<file path="src/rtl/assert_macros.svh">
// Assertion macros used by the RTL top level
`ifndef ASSERT_MACROS_SVH
`define ASSERT_MACROS_SVH

// Condition holds on every clock edge outside reset
`define SRRB_ASSERT(label, clk, rst_n, cond, msg) \
    label: assert property (@(posedge clk) disable iff (!rst_n) (cond)) \
        else $error(msg);

// Antecedent in one cycle implies consequent in the next
`define SRRB_ASSERT_NEXT(label, clk, rst_n, pre, post, msg) \
    label: assert property (@(posedge clk) disable iff (!rst_n) (pre) |=> (post)) \
        else $error(msg);

`endif

</file>
<file path="src/rtl/srrb_pkg.sv">
// Package for the sequenced retention ring buffer: types, constants and codes
`timescale 1ns / 1ps
`default_nettype none

package srrb_pkg;

    // Ring depth, a power of two so that indexes wrap by truncation
    localparam int DEPTH = 16;
    localparam int IDX_W = $clog2(DEPTH);
    localparam int CNT_W = $clog2(DEPTH + 1);

    localparam logic [1:0] FUNC_PUB = 2'd0;
    localparam logic [1:0] FUNC_GET = 2'd1;
    localparam logic [1:0] FUNC_EXP = 2'd2;

    localparam logic [1:0] ST_OK      = 2'd0;
    localparam logic [1:0] ST_REFUSED = 2'd1;
    localparam logic [1:0] ST_NONE    = 2'd0;
    localparam logic [1:0] ST_EXACT   = 2'd1;
    localparam logic [1:0] ST_LATER   = 2'd2;
    localparam logic [1:0] ST_REMOVED = 2'd1;

    localparam logic [0:0] REG_MAX_AGE = 1'b0;
    localparam logic [31:0] MAX_AGE_RESET = 32'd1000000;

    typedef struct packed {
        logic [1:0]  func;
        logic [31:0] now_time;
        logic [7:0]  pub_id;
        logic [31:0] payload;
        logic [31:0] last_seq;
    } srrb_in_t;

    typedef struct packed {
        logic [1:0]  status;
        logic [31:0] seq_out;
        logic [7:0]  pub_id_out;
        logic [31:0] payload_out;
        logic [31:0] stamp_out;
    } srrb_out_t;

    typedef struct packed {
        logic [31:0] seq;
        logic [31:0] stamp;
        logic [7:0]  pub_id;
        logic [31:0] payload;
    } srrb_entry_t;

    typedef enum logic [1:0] {
        ST_IDLE,
        ST_WALK,
        ST_EMIT
    } srrb_state_t;

    // Controller to datapath
    typedef struct packed {
        logic start;
        logic step;
        logic finish;
        logic emit;
    } srrb_cmd_t;

    // Datapath to controller
    typedef struct packed {
        logic walk_done;
        logic out_free;
    } srrb_sts_t;

endpackage

`default_nettype wire

</file>
<file path="src/rtl/srrb_ctrl.sv">
// Controller state machine for the sequenced retention ring buffer
`timescale 1ns / 1ps
`default_nettype none

module srrb_ctrl (
    input  wire                 aclk,
    input  wire                 aresetn,
    input  wire                 s_valid,
    output logic                s_ready,
    input  srrb_pkg::srrb_sts_t sts,
    output srrb_pkg::srrb_cmd_t cmd
);
    import srrb_pkg::*;

    srrb_state_t state_reg;
    srrb_state_t state_next;

    always_ff @(posedge aclk) begin
        if (!aresetn) begin
            state_reg <= ST_IDLE;
        end else begin
            state_reg <= state_next;
        end
    end

    always_comb begin
        state_next = state_reg;
        case (state_reg)
            ST_IDLE: begin
                if (s_valid) begin
                    state_next = ST_WALK;
                end
            end
            ST_WALK: begin
                if (sts.walk_done) begin
                    state_next = ST_EMIT;
                end
            end
            ST_EMIT: begin
                if (sts.out_free) begin
                    state_next = ST_IDLE;
                end
            end
            default: state_next = ST_IDLE;
        endcase
    end

    always_comb begin
        cmd     = '0;
        s_ready = 1'b0;
        case (state_reg)
            ST_IDLE: begin
                s_ready   = 1'b1;
                cmd.start = s_valid;
            end
            ST_WALK: begin
                cmd.finish = sts.walk_done;
                cmd.step   = !sts.walk_done;
            end
            ST_EMIT: begin
                cmd.emit = sts.out_free;
            end
            default: begin
                cmd     = '0;
                s_ready = 1'b0;
            end
        endcase
    end

endmodule

`default_nettype wire

</file>
<file path="src/rtl/srrb_dp.sv">
// Datapath: ring storage, pointers, entry walk and result registers
`timescale 1ns / 1ps
`default_nettype none

module srrb_dp (
    input  wire                 aclk,
    input  wire                 aresetn,
    input  srrb_pkg::srrb_cmd_t cmd,
    output srrb_pkg::srrb_sts_t sts,
    input  srrb_pkg::srrb_in_t  s_data,
    input  wire [31:0]          max_age,
    output logic                m_valid,
    input  wire                 m_ready,
    output srrb_pkg::srrb_out_t m_data
);
    import srrb_pkg::*;

    srrb_entry_t mem [DEPTH];

    logic [IDX_W-1:0] head_reg, head_next;
    logic [IDX_W-1:0] tail_reg, tail_next;
    logic             empty_reg, empty_next;
    logic [31:0]      next_seq_reg, next_seq_next;
    logic [IDX_W-1:0] idx_reg;
    srrb_in_t         req_reg;
    srrb_entry_t      rd_data_reg;
    srrb_out_t        res_reg, res_next;
    logic             m_valid_reg;
    srrb_out_t        m_data_reg;

    logic [IDX_W-1:0] rd_addr;
    logic [IDX_W-1:0] wr_slot;
    logic             wr_en;
    logic [IDX_W-1:0] diff;
    logic [CNT_W-1:0] cnt;
    logic             last;
    logic [32:0]      want;
    logic             seq_ge;
    logic             seq_eq;
    logic [31:0]      age;
    logic             young;
    logic             hit;
    logic [CNT_W-1:0] n_rm;

    assign diff = tail_reg - head_reg;
    assign cnt  = empty_reg ? CNT_W'(0) : CNT_W'({1'b0, diff}) + CNT_W'(1);
    assign last = (CNT_W'({1'b0, idx_reg}) == cnt - CNT_W'(1));

    assign rd_addr = cmd.start ? head_reg : head_reg + idx_reg + IDX_W'(1);

    assign want   = {1'b0, req_reg.last_seq} + 33'd1;
    assign seq_ge = ({1'b0, rd_data_reg.seq} >= want);
    assign seq_eq = ({1'b0, rd_data_reg.seq} == want);
    assign age    = req_reg.now_time - rd_data_reg.stamp;
    assign young  = (age < max_age);
    assign hit    = (req_reg.func == FUNC_GET) ? seq_ge : young;

    always_comb begin
        sts.out_free = !m_valid_reg || m_ready;
        case (req_reg.func)
            FUNC_GET, FUNC_EXP: sts.walk_done = (cnt == CNT_W'(0)) || hit || last;
            default:            sts.walk_done = 1'b1;
        endcase
    end

    // Result and state updates, committed on finish
    always_comb begin
        head_next     = head_reg;
        tail_next     = tail_reg;
        empty_next    = empty_reg;
        next_seq_next = next_seq_reg;
        res_next      = '0;
        wr_en         = 1'b0;
        wr_slot       = empty_reg ? IDX_W'(0) : tail_reg + IDX_W'(1);
        n_rm          = '0;
        case (req_reg.func)
            FUNC_PUB: begin
                if (cnt == CNT_W'(DEPTH) || next_seq_reg == 32'd0) begin
                    res_next.status = ST_REFUSED;
                end else begin
                    wr_en                = 1'b1;
                    head_next            = empty_reg ? IDX_W'(0) : head_reg;
                    tail_next            = wr_slot;
                    empty_next           = 1'b0;
                    next_seq_next        = next_seq_reg + 32'd1;
                    res_next.status      = ST_OK;
                    res_next.seq_out     = next_seq_reg;
                    res_next.pub_id_out  = req_reg.pub_id;
                    res_next.payload_out = req_reg.payload;
                    res_next.stamp_out   = req_reg.now_time;
                end
            end
            FUNC_GET: begin
                if (cnt != CNT_W'(0) && seq_ge) begin
                    res_next.status      = seq_eq ? ST_EXACT : ST_LATER;
                    res_next.seq_out     = rd_data_reg.seq;
                    res_next.pub_id_out  = rd_data_reg.pub_id;
                    res_next.payload_out = rd_data_reg.payload;
                    res_next.stamp_out   = rd_data_reg.stamp;
                end else begin
                    res_next.status = ST_NONE;
                end
            end
            FUNC_EXP: begin
                if (cnt == CNT_W'(0)) begin
                    n_rm = '0;
                end else if (young) begin
                    n_rm = CNT_W'({1'b0, idx_reg});
                end else begin
                    n_rm = cnt;
                end
                if (n_rm == CNT_W'(0)) begin
                    res_next.status = ST_NONE;
                end else if (n_rm == cnt) begin
                    res_next.status = ST_REMOVED;
                    empty_next      = 1'b1;
                    head_next       = '0;
                    tail_next       = '0;
                end else begin
                    res_next.status = ST_REMOVED;
                    head_next       = head_reg + n_rm[IDX_W-1:0];
                end
            end
            default: res_next = '0;
        endcase
    end

    always_ff @(posedge aclk) begin
        if (!aresetn) begin
            head_reg     <= '0;
            tail_reg     <= '0;
            empty_reg    <= 1'b1;
            next_seq_reg <= 32'd1;
            idx_reg      <= '0;
            m_valid_reg  <= 1'b0;
        end else begin
            if (cmd.start) begin
                idx_reg <= '0;
            end else if (cmd.step) begin
                idx_reg <= idx_reg + IDX_W'(1);
            end
            if (cmd.finish) begin
                head_reg     <= head_next;
                tail_reg     <= tail_next;
                empty_reg    <= empty_next;
                next_seq_reg <= next_seq_next;
            end
            if (cmd.emit) begin
                m_valid_reg <= 1'b1;
            end else if (m_ready) begin
                m_valid_reg <= 1'b0;
            end
        end
    end

    always_ff @(posedge aclk) begin
        if (cmd.start) begin
            req_reg <= s_data;
        end
        if (cmd.finish) begin
            res_reg <= res_next;
        end
        if (cmd.emit) begin
            m_data_reg <= res_reg;
        end
    end

    always_ff @(posedge aclk) begin
        if (cmd.finish && wr_en) begin
            mem[wr_slot] <= '{seq: next_seq_reg, stamp: req_reg.now_time,
                              pub_id: req_reg.pub_id, payload: req_reg.payload};
        end
    end

    always_ff @(posedge aclk) begin
        rd_data_reg <= mem[rd_addr];
    end

    assign m_valid = m_valid_reg;
    assign m_data  = m_data_reg;

endmodule

`default_nettype wire

</file>
<file path="src/rtl/sequenced_retention_ring_buffer_core.sv">
// Top level of the sequenced retention ring buffer with its register port
//
// Requests arrive on s_valid/s_ready/s_data: publish, get-next or expire.
// Each request yields exactly one result on m_valid/m_ready/m_data.
// One request is in work at a time. Publish and undefined codes need no
// walk; get-next and expire walk the stored entries from the head,
// one per cycle through the registered ring read port, stopping early on a
// match, so at most 16 entries are examined per request.
// The result register lets a new request be accepted while the previous
// result still waits; a stalled receiver only holds the block once the
// next result is ready, in which case it waits in its output stage.
// max_age is written over the APB port at address 0 (decoded from paddr[2]
// alone, so addresses 1 to 3 alias it); the user must write it only while
// idle, which the block itself does not enforce. Synchronous active-low
// reset empties the ring, sets the sequence counter to one and max_age to
// 1000000; ring contents are not cleared.
`timescale 1ns / 1ps
`default_nettype none

`include "assert_macros.svh"

module sequenced_retention_ring_buffer_core (
    input  wire                 aclk,
    input  wire                 aresetn,
    input  wire                 s_valid,
    output logic                s_ready,
    input  srrb_pkg::srrb_in_t  s_data,
    output logic                m_valid,
    input  wire                 m_ready,
    output srrb_pkg::srrb_out_t m_data,
    input  wire                 psel,
    input  wire                 penable,
    input  wire                 pwrite,
    input  wire [2:0]           paddr,
    input  wire [31:0]          pwdata,
    output logic [31:0]         prdata,
    output logic                pready
);
    import srrb_pkg::*;

    srrb_cmd_t   cmd;
    srrb_sts_t   sts;
    logic [31:0] max_age_reg;

    assign pready = 1'b1;

    always_ff @(posedge aclk) begin
        if (!aresetn) begin
            max_age_reg <= MAX_AGE_RESET;
        end else if (psel && penable && pwrite && pready && paddr[2] == REG_MAX_AGE) begin
            max_age_reg <= pwdata;
        end
    end

    assign prdata = (paddr[2] == REG_MAX_AGE) ? max_age_reg : 32'd0;

    srrb_ctrl u_ctrl (
        .aclk    (aclk),
        .aresetn (aresetn),
        .s_valid (s_valid),
        .s_ready (s_ready),
        .sts     (sts),
        .cmd     (cmd)
    );

    srrb_dp u_dp (
        .aclk    (aclk),
        .aresetn (aresetn),
        .cmd     (cmd),
        .sts     (sts),
        .s_data  (s_data),
        .max_age (max_age_reg),
        .m_valid (m_valid),
        .m_ready (m_ready),
        .m_data  (m_data)
    );

    `SRRB_ASSERT_NEXT(a_busy_after_accept, aclk, aresetn, s_valid && s_ready, !s_ready, "overrun")
    `SRRB_ASSERT(a_emit_free, aclk, aresetn, !cmd.emit || sts.out_free, "result overwritten")
    `SRRB_ASSERT(a_cmd_onehot, aclk, aresetn, $onehot0(cmd), "conflicting commands")

endmodule

`default_nettype wire

</file>
<file path="config.mk">
export PLATFORM = sky130hd
export DESIGN_NAME = sequenced_retention_ring_buffer_core
export DESIGN_NICKNAME = d
export VERILOG_FILES = /design/src/rtl/srrb_pkg.sv /design/src/rtl/srrb_ctrl.sv /design/src/rtl/srrb_dp.sv /design/src/rtl/sequenced_retention_ring_buffer_core.sv
export VERILOG_INCLUDE_DIRS = /design/src /design/src/rtl
export SDC_FILE = /design/constraint.sdc
export NUM_CORES = 2
export LEC_CHECK = 0
export BUFFER_PORTS_ARGS = -buffer_cell sky130_fd_sc_hd__buf_4
export CAP_MARGIN = 25
export CORE_UTILIZATION = 35
export CTS_BUF_LIST = sky130_fd_sc_hd__clkbuf_16
export CTS_CLUSTER_DIAMETER = 80
export DETAILED_ROUTE_END_ITERATION = 6
export HOLD_SLACK_MARGIN = 0.1
export PLACE_DENSITY = 0.53
export SLEW_MARGIN = 0
export SYNTH_ARGS = -nofsm -noshare
export SYNTH_HDL_FRONTEND = slang
export SYNTH_SLANG_ARGS = --single-unit
</file>
<file path="constraint.sdc">
create_clock -name aclk -period 10.32 [get_ports aclk]
set_clock_uncertainty 0.2 [all_clocks]
set_input_delay 0.516 -clock aclk [delete_from_list [all_inputs] [get_ports aclk]]
set_output_delay 0.516 -clock aclk [all_outputs]
set_load 0.01 [all_outputs]
</file>
**Yosys cells after proc, flatten, opt, wreduce, memory -nomap -nowiden**

Memories as Yosys holds them, arrays and structs flattened. A register that Yosys moved wholly into a read port is not among the register bits.
Cells that the tools add are included.

- Add/subtract/negate cells: 11
- Magnitude comparators: 2
- Equality and inequality tests: 15
- Muxes and demuxes: 44
- Bitwise gates (word level): 3
- Reduce and logical (&&, ||, !) cells: 25

Operators by type and width:

| cell | number |
|---|---|
| two-way mux 104 bit | 2 |
| case mux 104 bit (2 select lines) | 1 |
| two-way mux 4 bit | 9 |
| adder 32 x 1 -> 33 bit, second input constant | 1 |
| == test 32 x 33 -> 1 bit | 1 |
| >= comparator 32 x 33 -> 1 bit | 1 |
| adder 32 x 1 -> 32 bit, second input constant | 1 |
| logical NOT 32 bit | 1 |
| less-than comparator 32 bit | 1 |
| two-way mux 32 bit | 1 |
| subtractor 32 bit | 1 |
| two-way mux 5 bit | 4 |
| two-way mux 1 bit | 16 |
| case mux 4 bit (2 select lines) | 2 |
| adder 4 x 1 -> 4 bit, second input constant | 3 |
| two-way mux 2 bit | 6 |
| case mux 2 bit (3 select lines) | 2 |
| logical NOT 5 bit | 2 |
| AND reduction 5 bit | 2 |
| adder 4 bit | 2 |
| inequality test 2 x 1 -> 1 bit, second input constant | 4 |
| inequality test 2 bit, second input constant | 3 |
| AND reduction 3 bit | 2 |
| adder 4 x 1 -> 5 bit, second input constant | 1 |
| 16 further kinds | 31 |

- Flip-flop bits (word level): 398
- Memory bits (writable): 1,664
- Input bits: 148
- Memories: 1

Memory list:

| memory | words | width | rd ports | clocked after Yosys merged registers in | wr ports | RTL line | source |
|---|---|---|---|---|---|---|---|
| u_dp.mem | 16 | 104 | 1 | 1 | 1 | srrb_dp.sv:18 | `srrb_entry_t mem [DEPTH];` |

**Depth between registers and ports, before layout**

- Depth after elaboration: 12
- Gate-level depth with buffers: 27
- Gate-level depth less buffers: 27

**By module**

A second synthesis with hierarchy kept.

- Cells, all modules: 6,511
- Area, all modules: 86,261.5 um^2

By module, submodules not included:

| module | instances | cells each | area each (um^2) |
|---|---|---|---|
| srrb_dp | 1 | 6,321 | 84,574.9 |
| sequenced_retention_ring_buffer_core | 1 | 177 | 1,572.8 |
| srrb_ctrl | 1 | 13 | 113.9 |

**Least setup slack after synthesis**

No wires, ideal clock.

- Path kind: reg2reg
- Start: reg u_dp.req_reg[83] (netlist name)
- End: mem u_dp.mem[10][0] (netlist name), enable pin
- Data arrival time: 9,704 ps
- Setup slack: -152 ps
- Stages on the path, launching flop included: 23
- Buffers on the path: 2
- Cells stage by stage: edfxtp_1 > ha_1 > clkbuf_1 > a21oi_1 > a21oi_1 > a2111oi_0 > a31oi_1 > o2111ai_1 > a21oi_1 > o311ai_0 > mux2i_1 > o311a_1 > ha_1 > a21o_1 > a21o_1 > a221oi_1 > o221ai_1 > nor2_1 > a22o_1 > o311ai_4 > clkbuf_1 > or3_1 > nor2_1

- Word-level cells in the longest chain between the ends: 10

RTL lines:

| what | RTL line | source |
|---|---|---|
| start: declaration | srrb_dp.sv:25 | `srrb_in_t req_reg;` |
| start signal: assignment | srrb_dp.sv:158 | `req_reg <= s_data;` |
| subtractor 32 bit | srrb_dp.sv:54 | `assign age = req_reg.now_time - rd_data_reg.stamp;` |
| less-than comparator 32 bit | srrb_dp.sv:55 | `assign young = (age < max_age);` |
| two-way mux 1 bit | srrb_dp.sv:56 | `assign hit = (req_reg.func == FUNC_GET) ? seq_ge : young;` |
| logical OR 1 bit (2 in series) | srrb_dp.sv:61 | `FUNC_GET, FUNC_EXP: sts.walk_done = (cnt == CNT_W'(0)) \|\| hit \|\| last;` |
| two-way mux 1 bit | srrb_dp.sv:60 | `case (req_reg.func)` |
| two-way mux 2 bit | srrb_ctrl.sv:51 | `case (state_reg)` |
| logical AND 1 bit | srrb_dp.sv:169 | `if (cmd.finish && wr_en) begin` |
| two-way mux 1 bit | srrb_dp.sv:169 |  |
| two-way mux 1 bit (not written as such) | srrb_dp.sv:170 | `mem[wr_slot] <= '{seq: next_seq_reg, stamp: req_reg.now_time,` |
| end: declaration | srrb_dp.sv:18 |  |

No other way between the ends.

**Worst setup path after layout**

- Start: reg u_dp.req_reg[75] (netlist name)
- End: mem u_dp.mem[13][60] (netlist name), enable pin

Same word-level chain as after synthesis.

==> metrics.txt <==
status finished, violations left; failing checks design-rule violations; # resized after CTS 0; largest net degree at the start of global routing approximately 140; final setup violation count 0; first-pass GRT wire length 316 mm; All-Layer GR Usage 0.178; Routed WL 218 mm; post-route ant nets 0; Max stage delay on crit path 0.78 ns; dpl cells 7766; nets 5243; Slew Limit Fails 0; crit path kind register to register; dpl cell area 90300 um2; Clk Tree Root Cell clkbuf_16; drc violations 38; Buf/Inv on CP 1; worst path required time 10.56 ns; CP delay by family, top compound AO/OA/AOI/OAI gates; core area about 240000 um2; CP Launch Type register; number of synthesized flops with an enable pin 1982; Reg2Reg Depth 21; hold endpoint u_dp.req_reg[24]; Synth warnings 0; Yosys top cell area share 0.709; Synth cell types 83; reg-to-reg endpoint u_dp.mem[13][60]; Hold Violations, Final 0; DR WL met2 107 mm; Synthesized Nets roughly 4700; Vias/cell 5.24; final non-filler cell area between 90000 and 100000 um2; drt pass-1 iters 7; layout cells sized above 1 0.220; placed wire-length estimate 117 mm; Max Cap Viol 0; H-tree levels 4; Clock Latency Late Sink 0.86 ns; total die area 242000 um2; Power per Cell Area 185 nW/um2; Pwr Total 0.0183 W; cell chain of the critical path ha_1, o21ai_0, a21oi_1, o311ai_0, a31oi_1, o2111ai_1, a21oi_1, o311ai_0, mux2i_1, o311a_1, ha_1, a21o_1, a21o_1, a221oi_1, o221ai_1, nor2_1, a22o_1, o311ai_4, or3_1, nor2_4, buf_12; top cells by count, synth 1982 x edfxtp_1, 416 x mux4_2, 335 x nand2_1; sequential share of the synthesized area 0.753; vias 43800; grt total ovfl 0; Placement Rows about 180; Pleak around 33 nW; Hold WC Path Type input pin to register; Tcrit/Tclk final 0.887; Initial Util 0.352; Area contributors post-synth edfxtp_1 71%, mux4_2 11%, dfxtp_1 4.4%, ha_1 1.7%, nand2_1 1.5%; VDD IR max 0.144 mV; critical path fanouts, max 86; Post-Layout Cell Count 8347; mapped cell area 83900 um2; total clock buffers created by CTS ~220; RSZ-0062 raised after global routing false; Critical Path AT around 9.4 ns; reg2reg setup slack 1.17 ns; Crit path depth 21; RR Startpoint u_dp.req_reg[75]; Slew HR 0.288; Final Critical Period roughly 9.2 ns; flops & latches, synth 2166; drt wl/cell about 26 um; Layout area overhead 17.9%; Hold Path Depth 2; cell count after synthesis 4454; 1st-iter DRT viols 3385; hold wc startpoint s_data[24]; Synth Flop Type edfxtp_1; layout filler cell count 21000; async set-or-reset flop fraction in the synthesized netlist 0; Synth area leader edfxtp_1; CTS tree built; Final Util 0.416; Post-Syn Area per Cell between 15 and 20 um2; max FFs per register roughly 1700; highest routed metal layer met4; vias in the first global route 45100; met1 wire length 96.0 mm; Slowest cell on crit path nor2_4; I/O Buffers 285; Slew @ Worst Pin approximately 1.1 ns; Top reg by flops u_dp.mem; routed wl met3 9.79 mm; Final GP Congestion 0.791; most numerous cell in the Yosys netlist edfxtp_1; CP Capture Type register; initial antenna violation count 8; Chip Height ~490 um; Worst-path clk slew 0.06 ns; I/O pin count 289; clk buf depth 3; Max Freq 109 MHz; Clock Sinks between 2000 and 2500; Die X 492 um
layout make-up:
cell class | count | area, um2 | area share
diodes | 2 | 5.00 | 0.0000506
clock buffers | 227 | 5680 | 0.0574
repair buffers | 518 | 4610 | 0.0466
flip-flops and latches | 2166 | 63200 | 0.639
inverters | 99 | 382 | 0.00386
clock inverters | 199 | 1450 | 0.0147
well taps | 3167 | 3960 | 0.0401
multi-input cells | 1969 | 19700 | 0.199
through the flow:
step           setup slack (ns)  hold WS [ns]  TNS (ns)
6_report                   1.17         0.176         0
5_1_grt                   0.766         0.127         0
4_1_cts                    1.23         0.100         0
3_5_place_dp               1.32         0.205         0
3_3_place_gp              0.912         0.201         0
2_1_floorplan            -0.152         0.200   -120.55
power by group:
group          leakage, nW  switching [W]  total (W)  internal [W]
clock network         3.71        0.00342    0.00777       0.00435
logic                 9.69       0.000427   0.000753      0.000327
registers             19.6       0.000126    0.00979       0.00966
logic make-up after synthesis:
logic type,after synthesis,synth area share
DFF,2166,0.753
adders and majority gates,118,0.0180
and+or+nand+nor,753,0.0430
other,1,0.0000447
AOI/OAI and AO/OA,602,0.0501
xor gates and xnor gates,73,0.00822
buffers and inverters,319,0.0149
muxes,422,0.112
cell usage in the layout, fill, tap and decap left out, types with 15 or more instances in the layout:
cell type,instances
a211oi_1,112
nand3_1,40
edfxtp_1,1982
nor2_4,16
buf_4,342
buf_12,19
a21oi_1,111
mux4_2,416
inv_1,162
nor2_1,82
and2_1,108
clkinv_1,44
clkinv_2,40
a31oi_1,110
ha_1,114
nand2_1,335
clkinvlp_4,15
nor3_1,23
o21ai_0,55
a21o_1,24
nand4_1,34
a22o_1,106
or3_1,29
clkbuf_16,227
xnor2_1,30
dfxtp_1,184
xor2_1,37
and3_1,15
dlygate4sd3_1,152
metal layers:
| layer | vias to the layer above | track usage |
|---|---|---|
| li1 | 19100 | - |
| met4 | 0 | 0.0444 |
| met3 | 246 | 0.0264 |
| met2 | 1089 | 0.298 |
| met5 | - | 0 |
| met1 | 23400 | 0.244 |
worst max path at each step:
stage                          start               end
global placement    u_dp.req_reg[75]   u_dp.mem[5][17]
floorplan           u_dp.req_reg[83]   u_dp.mem[10][0]
finish              u_dp.req_reg[75]  u_dp.mem[13][60]
global route        u_dp.req_reg[83]  u_dp.mem[13][57]
detailed placement  u_dp.req_reg[75]  u_dp.mem[13][59]
CTS                 u_dp.req_reg[75]  u_dp.mem[13][60]
worst reg2reg max path: stages, from the launching register on:
cell and delay, ns:
edfxtp_1 0.73, ha_1 0.39, o21ai_0 0.09, a21oi_1 0.11, o311ai_0 0.66, a31oi_1 0.44, o2111ai_1 0.36, a21oi_1 0.20
o311ai_0 0.47, mux2i_1 0.26, o311a_1 0.19, ha_1 0.24, a21o_1 0.16, a21o_1 0.17, a221oi_1 0.37, o221ai_1 0.49
nor2_1 0.57, a22o_1 0.33, o311ai_4 0.15, or3_1 0.60, nor2_4 0.78, buf_12 0.63
what timing repair did:
| item | CTS | global route |
|---|---|---|
| buffers inserted | 0 | 0 |
| hold endpoints to repair | 153 | 0 |
| setup endpoints to repair | 0 | 0 |
| hold buffers | 152 | 0 |
Power figures use the tool's default switching activity.
